## src/tvs_pkg.sv

```systemverilog
// tvs_pkg: widths, register indexes, control structs and helpers shared by
// the tilt to velocity shaper modules. No dependencies.
`default_nettype none

package tvs_pkg;

   // field and datapath widths
   localparam int ANG_W    = 17;   // signed Q3.14 angle
   localparam int VEL_W    = 17;   // signed Q3.14 velocity
   localparam int CFG_W    = 16;
   localparam int MASK_W   = 3;
   localparam int IDX_W    = 3;    // csr register index
   localparam int AXES     = 3;
   localparam int AX_W     = 2;
   localparam int OP_W     = 20;   // multiplier operand magnitude
   localparam int PROD_W   = 2 * OP_W;
   localparam int ACC_W    = 44;   // signed accumulator
   localparam int SQ_W     = 42;   // radicand / dividend
   localparam int ROOT_W   = 21;   // root and divisor
   localparam int REM_W    = ROOT_W + 1;
   localparam int VEC_W    = 23;   // signed working vector element
   localparam int QUO_W    = 18;   // quotient bits of a scale divide
   localparam int RAW_W    = 18;   // scaled angle magnitude
   localparam int SUM_W    = 21;   // blended magnitude
   localparam int CNT_W    = 5;
   localparam int SQRT_STEPS = SQ_W / 2;

   // register indexes
   localparam logic [IDX_W-1:0] CSR_AXIS_GAIN     = 3'd0;
   localparam logic [IDX_W-1:0] CSR_INVERT_MASK   = 3'd1;
   localparam logic [IDX_W-1:0] CSR_DEAD_BAND     = 3'd2;
   localparam logic [IDX_W-1:0] CSR_SMOOTH_WEIGHT = 3'd3;
   localparam logic [IDX_W-1:0] CSR_MAX_STEP      = 3'd4;
   localparam logic [IDX_W-1:0] CSR_MAX_SPEED     = 3'd5;

   // register reset values
   localparam logic [CFG_W-1:0]  RST_AXIS_GAIN     = 16'd13107;
   localparam logic [MASK_W-1:0] RST_INVERT_MASK   = 3'd6;
   localparam logic [CFG_W-1:0]  RST_DEAD_BAND     = 16'd82;
   localparam logic [CFG_W-1:0]  RST_SMOOTH_WEIGHT = 16'd19661;
   localparam logic [CFG_W-1:0]  RST_MAX_STEP      = 16'd328;
   localparam logic [CFG_W-1:0]  RST_MAX_SPEED     = 16'd4915;

   // invert mask bit positions
   localparam int INV_ROLL  = 0;
   localparam int INV_PITCH = 1;
   localparam int INV_YAW   = 2;

   typedef struct packed {
      logic issue;
      logic clear;
      logic neg;
   } mul_ctl_type;

   typedef enum logic {
      RD_SQRT,
      RD_DIV
   } rd_mode_type;

   typedef struct packed {
      logic        start;
      rd_mode_type mode;
   } rd_ctl_type;

   function automatic logic [ANG_W-1:0] mag17(input logic signed [ANG_W-1:0] v);
      mag17 = v[ANG_W-1] ? ANG_W'(-v) : ANG_W'(v);
   endfunction

   function automatic logic [VEC_W-1:0] mag23(input logic signed [VEC_W-1:0] v);
      mag23 = v[VEC_W-1] ? VEC_W'(-v) : VEC_W'(v);
   endfunction

   function automatic logic [ACC_W-1:0] mag44(input logic signed [ACC_W-1:0] v);
      mag44 = v[ACC_W-1] ? ACC_W'(-v) : ACC_W'(v);
   endfunction

endpackage

`default_nettype wire

```

## src/tvs_mul_acc.sv

```systemverilog
// tvs_mul_acc: shared multiplier with a signed accumulator behind it.
// Product registered, accumulated in the cycle after. Uses tvs_pkg.
`default_nettype none

module tvs_mul_acc (
   input  logic                              clock,
   input  logic                              reset,
   input  tvs_pkg::mul_ctl_type              ctl,
   input  logic [tvs_pkg::OP_W-1:0]          op_a,
   input  logic [tvs_pkg::OP_W-1:0]          op_b,
   output logic signed [tvs_pkg::ACC_W-1:0]  acc
);

   logic [tvs_pkg::PROD_W-1:0]        prod_ff, prod_in;
   logic                              issue_ff, clear_ff, neg_ff;
   logic signed [tvs_pkg::ACC_W-1:0]  acc_ff, acc_in;
   logic signed [tvs_pkg::ACC_W-1:0]  base, term;

   // multiply stage
   assign prod_in = op_a * op_b;

   // accumulate stage
   always_comb begin
      base = clear_ff ? '0 : acc_ff;
      term = $signed({{(tvs_pkg::ACC_W - tvs_pkg::PROD_W){1'b0}}, prod_ff});
      if (issue_ff) begin
         acc_in = neg_ff ? base - term : base + term;
      end else begin
         acc_in = acc_ff;
      end
   end

   always_ff @(posedge clock) begin
      if (reset) begin
         issue_ff <= 1'b0;
         clear_ff <= 1'b0;
         neg_ff   <= 1'b0;
      end else begin
         issue_ff <= ctl.issue;
         clear_ff <= ctl.clear;
         neg_ff   <= ctl.neg;
      end
      prod_ff <= prod_in;
      acc_ff  <= acc_in;
   end

   assign acc = acc_ff;

endmodule

`default_nettype wire

```

## src/tvs_root_div.sv

```systemverilog
// tvs_root_div: iterative rounded square root and restoring divide that
// share one subtractor, one bit per cycle. Uses tvs_pkg.
`default_nettype none

module tvs_root_div (
   input  logic                          clock,
   input  logic                          reset,
   input  tvs_pkg::rd_ctl_type           ctl,
   input  logic [tvs_pkg::SQ_W-1:0]      opnd,
   input  logic [tvs_pkg::ROOT_W-1:0]    dvsr,
   output logic                          done,
   output logic [tvs_pkg::ROOT_W-1:0]    result
);

   typedef enum logic [1:0] {
      ST_IDLE,
      ST_RUN,
      ST_FIX
   } state_type;

   localparam logic [tvs_pkg::SQ_W-1:0] BIT_TOP = tvs_pkg::SQ_W'(1) << (tvs_pkg::SQ_W - 2);

   state_type                     state_ff, state_in;
   tvs_pkg::rd_mode_type          mode_ff, mode_in;
   logic [tvs_pkg::SQ_W-1:0]      x_ff, x_in;
   logic [tvs_pkg::SQ_W-1:0]      r_ff, r_in;
   logic [tvs_pkg::SQ_W-1:0]      bit_ff, bit_in;
   logic [tvs_pkg::REM_W-1:0]     rem_ff, rem_in;
   logic [tvs_pkg::ROOT_W-1:0]    dvsr_ff, dvsr_in;
   logic [tvs_pkg::CNT_W-1:0]     cnt_ff, cnt_in;
   logic                          done_ff, done_in;

   logic [tvs_pkg::REM_W-1:0]     t;
   logic [tvs_pkg::SQ_W:0]        sub_a, sub_b, diff;
   logic                          ge;

   // shared subtractor
   always_comb begin
      t = {rem_ff[tvs_pkg::REM_W-2:0], x_ff[tvs_pkg::QUO_W-1]};
      if (mode_ff == tvs_pkg::RD_SQRT) begin
         sub_a = {1'b0, x_ff};
         sub_b = {1'b0, r_ff + bit_ff};
      end else begin
         sub_a = {{(tvs_pkg::SQ_W + 1 - tvs_pkg::REM_W){1'b0}}, t};
         sub_b = {{(tvs_pkg::SQ_W + 1 - tvs_pkg::ROOT_W){1'b0}}, dvsr_ff};
      end
      diff = sub_a - sub_b;
      ge   = ~diff[tvs_pkg::SQ_W];
   end

   // sequencer
   always_comb begin
      state_in = state_ff;
      mode_in  = mode_ff;
      x_in     = x_ff;
      r_in     = r_ff;
      bit_in   = bit_ff;
      rem_in   = rem_ff;
      dvsr_in  = dvsr_ff;
      cnt_in   = cnt_ff;
      done_in  = 1'b0;
      case (state_ff)
         ST_IDLE: begin
            if (ctl.start) begin
               mode_in  = ctl.mode;
               x_in     = opnd;
               r_in     = '0;
               bit_in   = BIT_TOP;
               rem_in   = opnd[tvs_pkg::QUO_W + tvs_pkg::REM_W - 1:tvs_pkg::QUO_W];
               dvsr_in  = dvsr;
               state_in = ST_RUN;
               if (ctl.mode == tvs_pkg::RD_SQRT) begin
                  cnt_in = tvs_pkg::CNT_W'(tvs_pkg::SQRT_STEPS - 1);
               end else begin
                  cnt_in = tvs_pkg::CNT_W'(tvs_pkg::QUO_W - 1);
               end
            end
         end
         ST_RUN: begin
            if (mode_ff == tvs_pkg::RD_SQRT) begin
               if (ge) begin
                  x_in = diff[tvs_pkg::SQ_W-1:0];
                  r_in = (r_ff >> 1) + bit_ff;
               end else begin
                  r_in = r_ff >> 1;
               end
               bit_in = bit_ff >> 2;
            end else begin
               rem_in = ge ? diff[tvs_pkg::REM_W-1:0] : t;
               r_in   = {r_ff[tvs_pkg::SQ_W-2:0], ge};
               x_in   = x_ff << 1;
            end
            cnt_in = cnt_ff - 1'b1;
            if (cnt_ff == '0) begin
               if (mode_ff == tvs_pkg::RD_SQRT) begin
                  state_in = ST_FIX;
               end else begin
                  done_in  = 1'b1;
                  state_in = ST_IDLE;
               end
            end
         end
         ST_FIX: begin
            // round the root to nearest
            if (x_ff > r_ff) begin
               r_in = r_ff + 1'b1;
            end
            done_in  = 1'b1;
            state_in = ST_IDLE;
         end
         default: begin
            state_in = ST_IDLE;
         end
      endcase
   end

   always_ff @(posedge clock) begin
      if (reset) begin
         state_ff <= ST_IDLE;
         done_ff  <= 1'b0;
         mode_ff  <= tvs_pkg::RD_SQRT;
      end else begin
         state_ff <= state_in;
         done_ff  <= done_in;
         mode_ff  <= mode_in;
      end
      x_ff    <= x_in;
      r_ff    <= r_in;
      bit_ff  <= bit_in;
      rem_ff  <= rem_in;
      dvsr_ff <= dvsr_in;
      cnt_ff  <= cnt_in;
   end

   assign done   = done_ff;
   assign result = r_ff[tvs_pkg::ROOT_W-1:0];

endmodule

`default_nettype wire

```

## src/tilt_to_velocity_shaper_top.sv

```systemverilog
// tilt_to_velocity_shaper_top: sequencer, configuration registers and state
// of the shaper. Depends on tvs_pkg, tvs_mul_acc and tvs_root_div.
`default_nettype none

// Turns one tick of tilt angles into a velocity command: gain, per-axis sign
// inversion, deadzone, exponential blend with the stored velocity, a step
// limit and a speed limit, both by vector norm. One tick is worked at a time;
// req_ready is high only while the block is idle. All multiplies, square roots
// and divides run through one shared multiply-accumulate unit and one
// bit-serial root/divide unit; each engaged limit adds a square root and
// three scale divides to a valid tick. An invalid tick clears the stored
// velocity. A finished result waits in the output register, and the
// next tick is taken while it waits.
module tilt_to_velocity_shaper_top (
   input  logic                                clock,
   input  logic                                reset,
   input  logic                                req_valid,
   output logic                                req_ready,
   input  logic                                req_tilt_valid,
   input  logic signed [tvs_pkg::ANG_W-1:0]    req_pitch_angle,
   input  logic signed [tvs_pkg::ANG_W-1:0]    req_roll_angle,
   input  logic signed [tvs_pkg::ANG_W-1:0]    req_yaw_angle,
   output logic                                rsp_valid,
   input  logic                                rsp_ready,
   output logic signed [tvs_pkg::VEL_W-1:0]    rsp_vel_x,
   output logic signed [tvs_pkg::VEL_W-1:0]    rsp_vel_y,
   output logic signed [tvs_pkg::VEL_W-1:0]    rsp_vel_z,
   input  logic                                csr_valid,
   output logic                                csr_ready,
   input  logic [tvs_pkg::IDX_W-1:0]           csr_index,
   input  logic [tvs_pkg::CFG_W-1:0]           csr_wdata
);

   typedef enum logic [4:0] {
      S_IDLE,
      S_RAW,
      S_DZ,
      S_BL1,
      S_BL2,
      S_SUM,
      S_LIM,
      S_LIMQ,
      S_SQ,
      S_CMP,
      S_ROOT,
      S_SCL,
      S_DIV,
      S_DIVW,
      S_APPLY,
      S_SAT,
      S_OUT,
      S_WAIT
   } state_type;

   localparam logic [tvs_pkg::AX_W-1:0] LAST_AX = tvs_pkg::AX_W'(tvs_pkg::AXES - 1);

   // configuration registers
   logic [tvs_pkg::CFG_W-1:0]   gain_ff, band_ff, weight_ff, step_ff, speed_ff;
   logic [tvs_pkg::MASK_W-1:0]  inv_ff;

   // sequencer state and working registers
   state_type                          state_ff, state_in;
   state_type                          ret_ff, ret_in;
   logic [tvs_pkg::AX_W-1:0]           idx_ff, idx_in;
   logic                               phase_ff, phase_in;
   logic signed [tvs_pkg::ANG_W-1:0]   ang_ff [tvs_pkg::AXES];
   logic signed [tvs_pkg::ANG_W-1:0]   ang_in [tvs_pkg::AXES];
   logic signed [tvs_pkg::VEL_W-1:0]   last_ff [tvs_pkg::AXES];
   logic signed [tvs_pkg::VEL_W-1:0]   last_in [tvs_pkg::AXES];
   logic signed [tvs_pkg::VEC_W-1:0]   vec_ff [tvs_pkg::AXES];
   logic signed [tvs_pkg::VEC_W-1:0]   vec_in [tvs_pkg::AXES];
   logic [tvs_pkg::RAW_W-1:0]          dz_mag_ff, dz_mag_in;
   logic                               dz_neg_ff, dz_neg_in;
   logic [2*tvs_pkg::CFG_W-1:0]        limsq_ff, limsq_in;
   logic [tvs_pkg::ROOT_W-1:0]         n_ff, n_in;
   logic                               rsp_valid_ff, rsp_valid_in;
   logic signed [tvs_pkg::VEL_W-1:0]   rsp_x_ff, rsp_x_in;
   logic signed [tvs_pkg::VEL_W-1:0]   rsp_y_ff, rsp_y_in;
   logic signed [tvs_pkg::VEL_W-1:0]   rsp_z_ff, rsp_z_in;

   // unit connections
   tvs_pkg::mul_ctl_type               mul_ctl;
   logic [tvs_pkg::OP_W-1:0]           op_a, op_b;
   logic signed [tvs_pkg::ACC_W-1:0]   acc;
   tvs_pkg::rd_ctl_type                rd_ctl;
   logic [tvs_pkg::SQ_W-1:0]           rd_opnd;
   logic                               rd_done;
   logic [tvs_pkg::ROOT_W-1:0]         rd_result;

   // datapath temporaries
   logic [tvs_pkg::CFG_W-1:0]          lim;
   logic [tvs_pkg::CFG_W:0]            alpha;
   logic                               inv_bit;
   logic [32:0]                        raw_sum;
   logic [tvs_pkg::RAW_W-1:0]          raw_mag;
   logic [tvs_pkg::ACC_W-1:0]          acc_mag;
   logic [36:0]                        blend_sum;
   logic [tvs_pkg::SUM_W-1:0]          s_mag;
   logic signed [tvs_pkg::VEC_W-1:0]   s_val;
   logic [tvs_pkg::PROD_W-1:0]         div_num;
   logic [tvs_pkg::QUO_W-1:0]          quo;

   function automatic logic signed [tvs_pkg::VEL_W-1:0] sat_vel(
      input logic signed [tvs_pkg::VEC_W-1:0] v);
      if (v > $signed(tvs_pkg::VEC_W'(65535))) begin
         sat_vel = tvs_pkg::VEL_W'(65535);
      end else if (v < -$signed(tvs_pkg::VEC_W'(65536))) begin
         sat_vel = {1'b1, {(tvs_pkg::VEL_W-1){1'b0}}};
      end else begin
         sat_vel = v[tvs_pkg::VEL_W-1:0];
      end
   endfunction

   // shared units
   tvs_mul_acc u_mul (
      .clock (clock),
      .reset (reset),
      .ctl   (mul_ctl),
      .op_a  (op_a),
      .op_b  (op_b),
      .acc   (acc)
   );

   tvs_root_div u_rd (
      .clock  (clock),
      .reset  (reset),
      .ctl    (rd_ctl),
      .opnd   (rd_opnd),
      .dvsr   (n_ff),
      .done   (rd_done),
      .result (rd_result)
   );

   // configuration writes
   assign csr_ready = 1'b1;

   always_ff @(posedge clock) begin
      if (reset) begin
         gain_ff   <= tvs_pkg::RST_AXIS_GAIN;
         inv_ff    <= tvs_pkg::RST_INVERT_MASK;
         band_ff   <= tvs_pkg::RST_DEAD_BAND;
         weight_ff <= tvs_pkg::RST_SMOOTH_WEIGHT;
         step_ff   <= tvs_pkg::RST_MAX_STEP;
         speed_ff  <= tvs_pkg::RST_MAX_SPEED;
      end else if (csr_valid) begin
         case (csr_index)
            tvs_pkg::CSR_AXIS_GAIN:     gain_ff   <= csr_wdata;
            tvs_pkg::CSR_INVERT_MASK:   inv_ff    <= csr_wdata[tvs_pkg::MASK_W-1:0];
            tvs_pkg::CSR_DEAD_BAND:     band_ff   <= csr_wdata;
            tvs_pkg::CSR_SMOOTH_WEIGHT: weight_ff <= csr_wdata;
            tvs_pkg::CSR_MAX_STEP:      step_ff   <= csr_wdata;
            tvs_pkg::CSR_MAX_SPEED:     speed_ff  <= csr_wdata;
            default: begin
            end
         endcase
      end
   end

   // fixed datapath pieces
   always_comb begin
      lim   = phase_ff ? speed_ff : step_ff;
      alpha = (tvs_pkg::CFG_W+1)'(1 << tvs_pkg::CFG_W) - {1'b0, weight_ff};
      case (idx_ff)
         2'd0:    inv_bit = inv_ff[tvs_pkg::INV_PITCH];
         2'd1:    inv_bit = inv_ff[tvs_pkg::INV_ROLL];
         default: inv_bit = inv_ff[tvs_pkg::INV_YAW];
      endcase
      // round half away from zero of gain product over 2^14
      raw_sum   = acc[32:0] + 33'd8192;
      raw_mag   = raw_sum[31:14];
      // blend rounded over 2^16
      acc_mag   = tvs_pkg::mag44(acc);
      blend_sum = acc_mag[36:0] + 37'd32768;
      s_mag     = blend_sum[36:16];
      s_val     = acc[tvs_pkg::ACC_W-1] ? -$signed({2'b00, s_mag}) : $signed({2'b00, s_mag});
      div_num   = acc[tvs_pkg::PROD_W-1:0]
                  + {{(tvs_pkg::PROD_W - tvs_pkg::ROOT_W + 1){1'b0}},
                     n_ff[tvs_pkg::ROOT_W-1:1]};
      quo       = rd_result[tvs_pkg::QUO_W-1:0];
   end

   // sequencer
   always_comb begin
      state_in     = state_ff;
      ret_in       = ret_ff;
      idx_in       = idx_ff;
      phase_in     = phase_ff;
      ang_in       = ang_ff;
      last_in      = last_ff;
      vec_in       = vec_ff;
      dz_mag_in    = dz_mag_ff;
      dz_neg_in    = dz_neg_ff;
      limsq_in     = limsq_ff;
      n_in         = n_ff;
      rsp_valid_in = rsp_valid_ff & ~rsp_ready;
      rsp_x_in     = rsp_x_ff;
      rsp_y_in     = rsp_y_ff;
      rsp_z_in     = rsp_z_ff;
      mul_ctl      = '0;
      op_a         = '0;
      op_b         = '0;
      rd_ctl       = '{start: 1'b0, mode: tvs_pkg::RD_SQRT};
      rd_opnd      = acc[tvs_pkg::SQ_W-1:0];
      req_ready    = 1'b0;
      case (state_ff)
         S_IDLE: begin
            req_ready = 1'b1;
            if (req_valid) begin
               ang_in[0] = req_pitch_angle;
               ang_in[1] = req_roll_angle;
               ang_in[2] = req_yaw_angle;
               idx_in    = '0;
               if (req_tilt_valid) begin
                  state_in = S_RAW;
               end else begin
                  for (int i = 0; i < tvs_pkg::AXES; i++) begin
                     last_in[i] = '0;
                  end
                  state_in = S_OUT;
               end
            end
         end
         // gain product of one axis
         S_RAW: begin
            mul_ctl  = '{issue: 1'b1, clear: 1'b1, neg: 1'b0};
            op_a     = tvs_pkg::OP_W'(tvs_pkg::mag17(ang_ff[idx_ff]));
            op_b     = tvs_pkg::OP_W'(gain_ff);
            ret_in   = S_DZ;
            state_in = S_WAIT;
         end
         // deadzone on the rounded, signed raw value
         S_DZ: begin
            dz_neg_in = ang_ff[idx_ff][tvs_pkg::ANG_W-1] ^ inv_bit;
            if (raw_mag < tvs_pkg::RAW_W'(band_ff)) begin
               dz_mag_in = '0;
            end else begin
               dz_mag_in = raw_mag - tvs_pkg::RAW_W'(band_ff);
            end
            state_in = S_BL1;
         end
         S_BL1: begin
            mul_ctl  = '{issue: 1'b1, clear: 1'b1, neg: dz_neg_ff};
            op_a     = tvs_pkg::OP_W'(dz_mag_ff);
            op_b     = tvs_pkg::OP_W'(alpha);
            state_in = S_BL2;
         end
         S_BL2: begin
            mul_ctl  = '{issue: 1'b1, clear: 1'b0,
                         neg: last_ff[idx_ff][tvs_pkg::VEL_W-1]};
            op_a     = tvs_pkg::OP_W'(tvs_pkg::mag17(last_ff[idx_ff]));
            op_b     = tvs_pkg::OP_W'(weight_ff);
            ret_in   = S_SUM;
            state_in = S_WAIT;
         end
         // change from the stored velocity
         S_SUM: begin
            vec_in[idx_ff] = s_val - tvs_pkg::VEC_W'(last_ff[idx_ff]);
            if (idx_ff == LAST_AX) begin
               idx_in   = '0;
               phase_in = 1'b0;
               state_in = S_LIM;
            end else begin
               idx_in   = idx_ff + 1'b1;
               state_in = S_RAW;
            end
         end
         // limit squared
         S_LIM: begin
            mul_ctl  = '{issue: 1'b1, clear: 1'b1, neg: 1'b0};
            op_a     = tvs_pkg::OP_W'(lim);
            op_b     = tvs_pkg::OP_W'(lim);
            ret_in   = S_LIMQ;
            state_in = S_WAIT;
         end
         S_LIMQ: begin
            limsq_in = acc[2*tvs_pkg::CFG_W-1:0];
            idx_in   = '0;
            state_in = S_SQ;
         end
         // squared norm of the working vector
         S_SQ: begin
            mul_ctl = '{issue: 1'b1, clear: (idx_ff == '0), neg: 1'b0};
            op_a    = tvs_pkg::OP_W'(tvs_pkg::mag23(vec_ff[idx_ff]));
            op_b    = tvs_pkg::OP_W'(tvs_pkg::mag23(vec_ff[idx_ff]));
            if (idx_ff == LAST_AX) begin
               idx_in   = '0;
               ret_in   = S_CMP;
               state_in = S_WAIT;
            end else begin
               idx_in = idx_ff + 1'b1;
            end
         end
         S_CMP: begin
            if (acc[tvs_pkg::SQ_W-1:0] > tvs_pkg::SQ_W'(limsq_ff)) begin
               rd_ctl   = '{start: 1'b1, mode: tvs_pkg::RD_SQRT};
               state_in = S_ROOT;
            end else begin
               state_in = phase_ff ? S_SAT : S_APPLY;
            end
         end
         S_ROOT: begin
            if (rd_done) begin
               n_in     = rd_result;
               idx_in   = '0;
               state_in = S_SCL;
            end
         end
         // scale one element by lim / norm
         S_SCL: begin
            mul_ctl  = '{issue: 1'b1, clear: 1'b1, neg: 1'b0};
            op_a     = tvs_pkg::OP_W'(tvs_pkg::mag23(vec_ff[idx_ff]));
            op_b     = tvs_pkg::OP_W'(lim);
            ret_in   = S_DIV;
            state_in = S_WAIT;
         end
         S_DIV: begin
            rd_ctl   = '{start: 1'b1, mode: tvs_pkg::RD_DIV};
            rd_opnd  = tvs_pkg::SQ_W'(div_num);
            state_in = S_DIVW;
         end
         S_DIVW: begin
            if (rd_done) begin
               if (vec_ff[idx_ff][tvs_pkg::VEC_W-1]) begin
                  vec_in[idx_ff] = -$signed(tvs_pkg::VEC_W'(quo));
               end else begin
                  vec_in[idx_ff] = $signed(tvs_pkg::VEC_W'(quo));
               end
               if (idx_ff == LAST_AX) begin
                  idx_in   = '0;
                  state_in = phase_ff ? S_SAT : S_APPLY;
               end else begin
                  idx_in   = idx_ff + 1'b1;
                  state_in = S_SCL;
               end
            end
         end
         // new velocity from the limited change
         S_APPLY: begin
            for (int i = 0; i < tvs_pkg::AXES; i++) begin
               vec_in[i] = tvs_pkg::VEC_W'(last_ff[i]) + vec_ff[i];
            end
            phase_in = 1'b1;
            state_in = S_LIM;
         end
         S_SAT: begin
            for (int i = 0; i < tvs_pkg::AXES; i++) begin
               last_in[i] = sat_vel(vec_ff[i]);
            end
            state_in = S_OUT;
         end
         // hand the result to the output register
         S_OUT: begin
            if (!rsp_valid_ff || rsp_ready) begin
               rsp_valid_in = 1'b1;
               rsp_x_in     = last_ff[0];
               rsp_y_in     = last_ff[1];
               rsp_z_in     = last_ff[2];
               state_in     = S_IDLE;
            end
         end
         S_WAIT: begin
            state_in = ret_ff;
         end
         default: begin
            state_in = S_IDLE;
         end
      endcase
   end

   always_ff @(posedge clock) begin
      if (reset) begin
         state_ff     <= S_IDLE;
         ret_ff       <= S_IDLE;
         idx_ff       <= '0;
         phase_ff     <= 1'b0;
         rsp_valid_ff <= 1'b0;
         for (int i = 0; i < tvs_pkg::AXES; i++) begin
            last_ff[i] <= '0;
         end
      end else begin
         state_ff     <= state_in;
         ret_ff       <= ret_in;
         idx_ff       <= idx_in;
         phase_ff     <= phase_in;
         rsp_valid_ff <= rsp_valid_in;
         last_ff      <= last_in;
      end
      ang_ff    <= ang_in;
      vec_ff    <= vec_in;
      dz_mag_ff <= dz_mag_in;
      dz_neg_ff <= dz_neg_in;
      limsq_ff  <= limsq_in;
      n_ff      <= n_in;
      rsp_x_ff  <= rsp_x_in;
      rsp_y_ff  <= rsp_y_in;
      rsp_z_ff  <= rsp_z_in;
   end

   assign rsp_valid = rsp_valid_ff;
   assign rsp_vel_x = rsp_x_ff;
   assign rsp_vel_y = rsp_y_ff;
   assign rsp_vel_z = rsp_z_ff;

endmodule

`default_nettype wire

```

## config.mk

```make
export PLATFORM = sky130hd
export DESIGN_NAME = tilt_to_velocity_shaper_top
export DESIGN_NICKNAME = d
export VERILOG_FILES = /design/src/tvs_pkg.sv /design/src/tvs_mul_acc.sv /design/src/tvs_root_div.sv /design/src/tilt_to_velocity_shaper_top.sv
export SDC_FILE = /design/constraint.sdc
export NUM_CORES = 2
export LEC_CHECK = 0
export BUFFER_PORTS_ARGS = -buffer_cell sky130_fd_sc_hd__clkbuf_2
export CAP_MARGIN = 40
export CORE_MARGIN = 2
export CORE_UTILIZATION = 40
export CTS_BUF_LIST = sky130_fd_sc_hd__clkbuf_8 sky130_fd_sc_hd__clkbuf_16
export DETAILED_ROUTE_END_ITERATION = 10
export SLEW_MARGIN = 20
export SYNTH_ARGS = -nofsm -noshare
export SYNTH_HDL_FRONTEND = slang
export SYNTH_SLANG_ARGS = --single-unit
```

## constraint.sdc

```tcl
create_clock -name clock -period 29.2 [get_ports clock]
set_clock_uncertainty 0.05 [all_clocks]
set_input_delay 2.92 -clock clock [delete_from_list [all_inputs] [get_ports clock]]
set_output_delay 2.92 -clock clock [all_outputs]
set_load 0.03 [all_outputs]
```

Word level (Yosys, flattened, before mapping)
Index checks and enable logic that the tools add are counted.

Logic and storage cells: 254. Output and inout bits: 54. Register bits after elaboration: 655.

Reductions and logical operators: 42. $mul: 1. Bitwise operators: 5. $lt $le $gt $ge: 11. Eq/ne operators: 39. Mux-type cells: 92. Add/subtract/negate cells: 23.

Operators with widths (count): $mux 42 (12); $bwmux 69 (3); $pmux 69 s3 (1); $mux 17 (12); $pmux 20 s5 (2); $pmux 42 s2 (2); $mux 69 (2); $pmux 42 s3 (1); $mux 51 (2); $pmux 51 s2 (1); $mux 23 (4); $mux 44 (2); $pmux 5 s15 (1); $add 17x23->23 (3); $gt 23x17->1 const B (3); $lt 23x17->1 const B (3); $bmux 17 s2 (2); $mux 21 (3); $bmux 23 s2 (1); $demux 23 s2 (1); $add 44x41->44 (1); $sub 44x41->44 (1); $sub 42x42->43 (1); $add 41x42->42 (1); other kinds (68) (148).

Longest topological paths before layout
Depth after elaboration: 9. Depth in mapped cells: 43. Gate-level depth less buffers: 39.

Modules after synthesis
From an unflattened synthesis, not the netlist that was laid out.

Cells, all modules: 7298. Area, all modules: 62949.1 um^2.

By module, submodules not included: tilt_to_velocity_shaper_top (area each 28621.2 um^2, cells each 3367, seq. area each 10239.8 um^2, times used 1); tvs_mul_acc (area each 19209.7 um^2, cells each 2149, seq. area each 2182.1 um^2, times used 1); tvs_root_div (area each 15118.2 um^2, cells each 1782, seq. area each 4644.5 um^2, times used 1).

Least setup slack after synthesis
OpenSTA, ideal clock, no wires.

Path type: reg-to-reg. Start point: register idx_ff[0] (netlist name). End point: register u_mul.prod_ff[38] (netlist name). Setup time: 72 ps. Clock period less this slack: 9986 ps. Required time: 29078 ps. Arrival time: 9863 ps. Stages on the path, launching flop included: 37. Path slack: 19214 ps. Cell sequence: dfxtp_1 -> buf_2 -> buf_2 -> buf_2 -> buf_2 -> mux2i_1 -> nor2_1 -> a21oi_1 -> nand3_1 -> nor4_1 -> nor2_1 -> xor2_1 -> nor2_1 -> a2111oi_0 -> nor2_1 -> fa_1 -> inv_1 -> fa_1 -> fa_1 -> fa_1 -> inv_1 -> fa_1 -> fa_1 -> inv_1 -> fa_1 -> inv_1 -> ha_1 -> a21o_1 -> a21oi_1 -> o21a_1 -> a31oi_1 -> a41o_1 -> a221o_1 -> a41o_1 -> a221o_1 -> a21oi_1 -> xnor2_1.

Word-level cells in the longest chain between the ends: 8. Elaborated cells on any way between the ends: 19. Classes of those cells: add/sub: 3; mul: 1; mux: 14; bitwise: 1.

Ends and longest elaborated chain: from (decl) (RTL line tilt_to_velocity_shaper_top.sv:64) `logic [tvs_pkg::AX_W-1:0] idx_ff, idx_in;`; from (signal assigned) (RTL line tilt_to_velocity_shaper_top.sv:383) `idx_ff <= idx_in;`; $not 2->3 (implied by the code) *; $bmux 23 s2 (tied with other cells) (RTL line tilt_to_velocity_shaper_top.sv:283, tilt_to_velocity_shaper_top.sv:284, tilt_to_velocity_shaper_top.sv:311); $mux 23 (implied by the code) (tied with other cells) (2 in series) (RTL line tilt_to_velocity_shaper_top.sv:283, tilt_to_velocity_shaper_top.sv:284, tilt_to_velocity_shaper_top.sv:311); $neg 20->20 or $neg 17->17 (tied branches) (RTL line tvs_pkg.sv:70, tvs_pkg.sv:66); $mux 20 or $mux 17 (tied branches) (RTL line tvs_pkg.sv:70, tvs_pkg.sv:66); $pmux 20 s5 (RTL line tilt_to_velocity_shaper_top.sv:205) `case (state_ff)`; $mul 20x20->40 * (RTL line tvs_mul_acc.sv:20) `assign prod_in = op_a * op_b;`; net u_mul.prod_in, one bit (RTL line tvs_mul_acc.sv:14) `logic [tvs_pkg::PROD_W-1:0] prod_ff, prod_in;`; to (signal assigned) (RTL line tvs_mul_acc.sv:43) `prod_ff <= prod_in;`; to (decl) (RTL line tvs_mul_acc.sv:14).

Mark *: on every way through the listed nets, which the timed path passes. The rest lies on a longest branch. The select of a mux whose other input is x is not followed. A chain may end at the register's enable or synchronous reset.

Worst setup path in the final report
Start point: register idx_ff[0] (netlist name). End point: register u_mul.prod_ff[39] (netlist name).

Same word-level chain as after synthesis.

==> out/results.tsv <==
metric	value	unit
pwr-share-comb	0.350	
crit_top_cell	fa_1	
layout_setup_ws	17260	ps
async_flop_share	0	
rsz0062_at_grt	no	
fillers	15032	
cts.path.max_buffers	3	
clkSlewWorstSetupHoldPaths	60	ps
die-area	156000	um2
drc	0	
grt_pass1_wl	323	mm
start_kind	flop	
start_util	0.402	
hold_viol_final	0	
ios	130	
area.growth.synth_to_final	9.78	%
gr-total-overflow	0	
cts_setup_buffers	0	
cts_tree	built	
port_buffers	128	
htree_levels	3	
cts_root_buf	clkbuf_16	
cp-end-kind	flop	
cp.required	29710	ps
final_common_cell	nand2_1	
crit_type	flop to flop	
min_delay_worst_endpoint	u_rd.dvsr_ff[0]	
track_usage	0.266	
syn-num-nets	8023	
worstRegToRegCells	35	
numCtsBuffers	79	
antenna_found_initial	5	
arrival	12450	ps
ctsHoldBuffers	0	
min_path_type	flop to flop	
wire_per_inst	23.0	um
firstDrtPassIters	9	
seq_area_frac_synth	0.280	
fin_tns_setup	0	ps
p_switching	1.19	mW
setup_viol	0	
avgSynthCellArea	8.56	um2
yosysWarnings	0	
nets	8014	
rrSetupSlack	17260	ps
vias_per_cell	5.88	
leakagePower	27.7	nW
ys_ff_latch	633	
gp_congestion	0.991	
synth_edf_count	439	
synth_cell_type_count	100	
synthFlopType	edfxtp_1	
dieHeight	394	um
rr_startpoint	idx_ff[0]	
maxSlewViolCount	0	
outcome	finished clean	
slowest_delay	900	ps
finalCriticalPeriod	11940	ps
fmax	83.8	MHz
cts.repair.resized	0	
most-common-layout-cells	nand2_1 (880), inv_1 (607), a21oi_1 (596)	
clock_sinks	633	
num_vias	54154	
worstMarginPinSlew	905	ps
dr.first_iter.drc_count	5401	
p_sw_frac	0.364	
dp_hpwl	162	mm
preCtsSetupSlack	17520	ps
grt_pass1_vias	52372	
synth.cell_area	61000	um2
relSlewSlack	0.392	
worstPathMaxFanout	45	
hold_start	n_ff[0]	
drt_wl_total	212	mm
powerDensity	48.8	nW/um2
clk_latency	730	ps
p_int	2.08	mW
maxCapViolations	0	
min_period_over_period	0.409	
fp.coreArea	152000	um2
fp.dieW	394	um
grt_max_degree	67	
p_clk_frac	0.323	
seqPwrFrac	0.327	
ant_nets	0	
num_rows	143	
layout-drive-gt1-share	0.0760	
slowest_stage	dfxtp_4	
vdd_drop_max	44.8	uV
netlist_instances	7126	
r2r-end	u_mul.prod_ff[39]	
hold_path_depth	0	
routing by layer:
| layer | vias to the layer above | wire length [um] | GRT usage | share of wire |
|---|---|---|---|---|
| met1 | 26442 | 92300 | 0.373 | 0.44 |
| met2 | 2345 | 92400 | 0.411 | 0.44 |
| met3 | 413 | 18900 | 0.0483 | 0.089 |
| met4 | 2 | 7930 | 0.0936 | 0.037 |
| met5 | - | 12 | 0 | 0.000057 |
| li1 | 24952 | - | - | - |
stage by stage:
stage	instance area, um2	cells	utilization	hold WS (ps)	total power, mW
global route	67000	9214	0.441	379	3.41
floorplan	61000	7126	-	350	1.89
global placement	63800	9034	0.421	351	2.18
finish	67000	9215	0.441	372	3.26
CTS	66800	9204	0.441	369	3.25
detailed placement	64100	9056	0.422	356	2.20
logic make-up after synthesis:
family / synth area share
AO/OA/AOI/OAI: 0.179
XOR/XNOR: 0.0741
adder cells (fa/ha/maj): 0.209
buffers and inverters: 0.0605
flip-flops: 0.280
multiplexers: 0.0209
other: 0.0000615
AND/OR/NAND/NOR: 0.176
cell usage after synthesis, drive strengths merged (19+ instances only):
| cell | instances | area (um2) |
|---|---|---|
| or4 | 20 | 169 |
| and3 | 54 | 339 |
| and2 | 50 | 313 |
| a221o | 21 | 210 |
| ha | 493 | 6170 |
| nand4 | 61 | 388 |
| o31ai | 19 | 148 |
| or2 | 23 | 144 |
| a21o | 142 | 1070 |
| dfxtp | 194 | 3880 |
| mux2i | 89 | 891 |
| o221ai | 40 | 350 |
| o22ai | 51 | 319 |
| o21ai | 370 | 1850 |
| nor2b | 127 | 795 |
| mux2 | 34 | 383 |
| o21bai | 50 | 375 |
| xnor2 | 362 | 3170 |
| clkbuf | 300 | 1130 |
| nand3 | 127 | 636 |
| inv | 598 | 2240 |
| o21a | 39 | 293 |
| o211ai | 28 | 210 |
| edfxtp | 439 | 13200 |
| o41ai | 20 | 175 |
| nor2 | 601 | 2260 |
| or3 | 38 | 238 |
| xor2 | 154 | 1350 |
| nor4 | 59 | 418 |
| nor3 | 130 | 656 |
| nand2b | 71 | 444 |
| nand2 | 881 | 3310 |
| a31oi | 74 | 463 |
| buf | 64 | 299 |
| fa | 328 | 6570 |
| a21oi | 600 | 3000 |
| a211oi | 57 | 428 |
| a22oi | 55 | 413 |
| nand3b | 38 | 285 |
area by class of cell:
| type | count | area [um2] | area share |
|---|---|---|---|
| diodes | 1 | 2.50 | 0.0000374 |
| inverters | 603 | 2260 | 0.0338 |
| clock inverters | 66 | 706 | 0.0105 |
| clock buffers | 82 | 2040 | 0.0305 |
| multi-input cells | 5526 | 40500 | 0.604 |
| flip-flops and latches | 633 | 17100 | 0.255 |
| repair buffers | 274 | 1860 | 0.0278 |
| well taps | 2030 | 2540 | 0.0379 |
critical path: cells and delay by family (launching register included):
| family | cells | cell delay [ps] |
|---|---|---|
| DFF | 1 | 900 |
| xor gates and xnor gates | 1 | 230 |
| AOI/OAI and AO/OA | 10 | 3220 |
| adders and majority gates | 8 | 4070 |
| and+or+nand+nor | 10 | 2190 |
| buffers and inverters | 6 | 1090 |
worst max-delay path by stage:
stage | startpoint | to | slack (ps) | cells after the start
floorplan | idx_ff[0] | u_mul.prod_ff[38] | 19210 | 36
global placement | idx_ff[0] | u_mul.prod_ff[39] | 17630 | 35
detailed placement | idx_ff[0] | u_mul.prod_ff[39] | 17520 | 35
CTS | idx_ff[0] | u_mul.prod_ff[39] | 17430 | 35
global route | idx_ff[0] | u_mul.prod_ff[39] | 16250 | 35
finish | idx_ff[0] | u_mul.prod_ff[39] | 17260 | 35
power groups by stage:
stage / Sequential (mW) / Clock [mW] / Combinational (mW)
2_1_floorplan: 1.08 / 0 / 0.809
3_3_place_gp: 1.09 / 0 / 1.09
3_5_place_dp: 1.09 / 0 / 1.11
4_1_cts: 1.07 / 1.07 / 1.12
5_1_grt: 1.07 / 1.10 / 1.24
6_report: 1.07 / 1.05 / 1.14
Power figures use the tool's default switching activity.
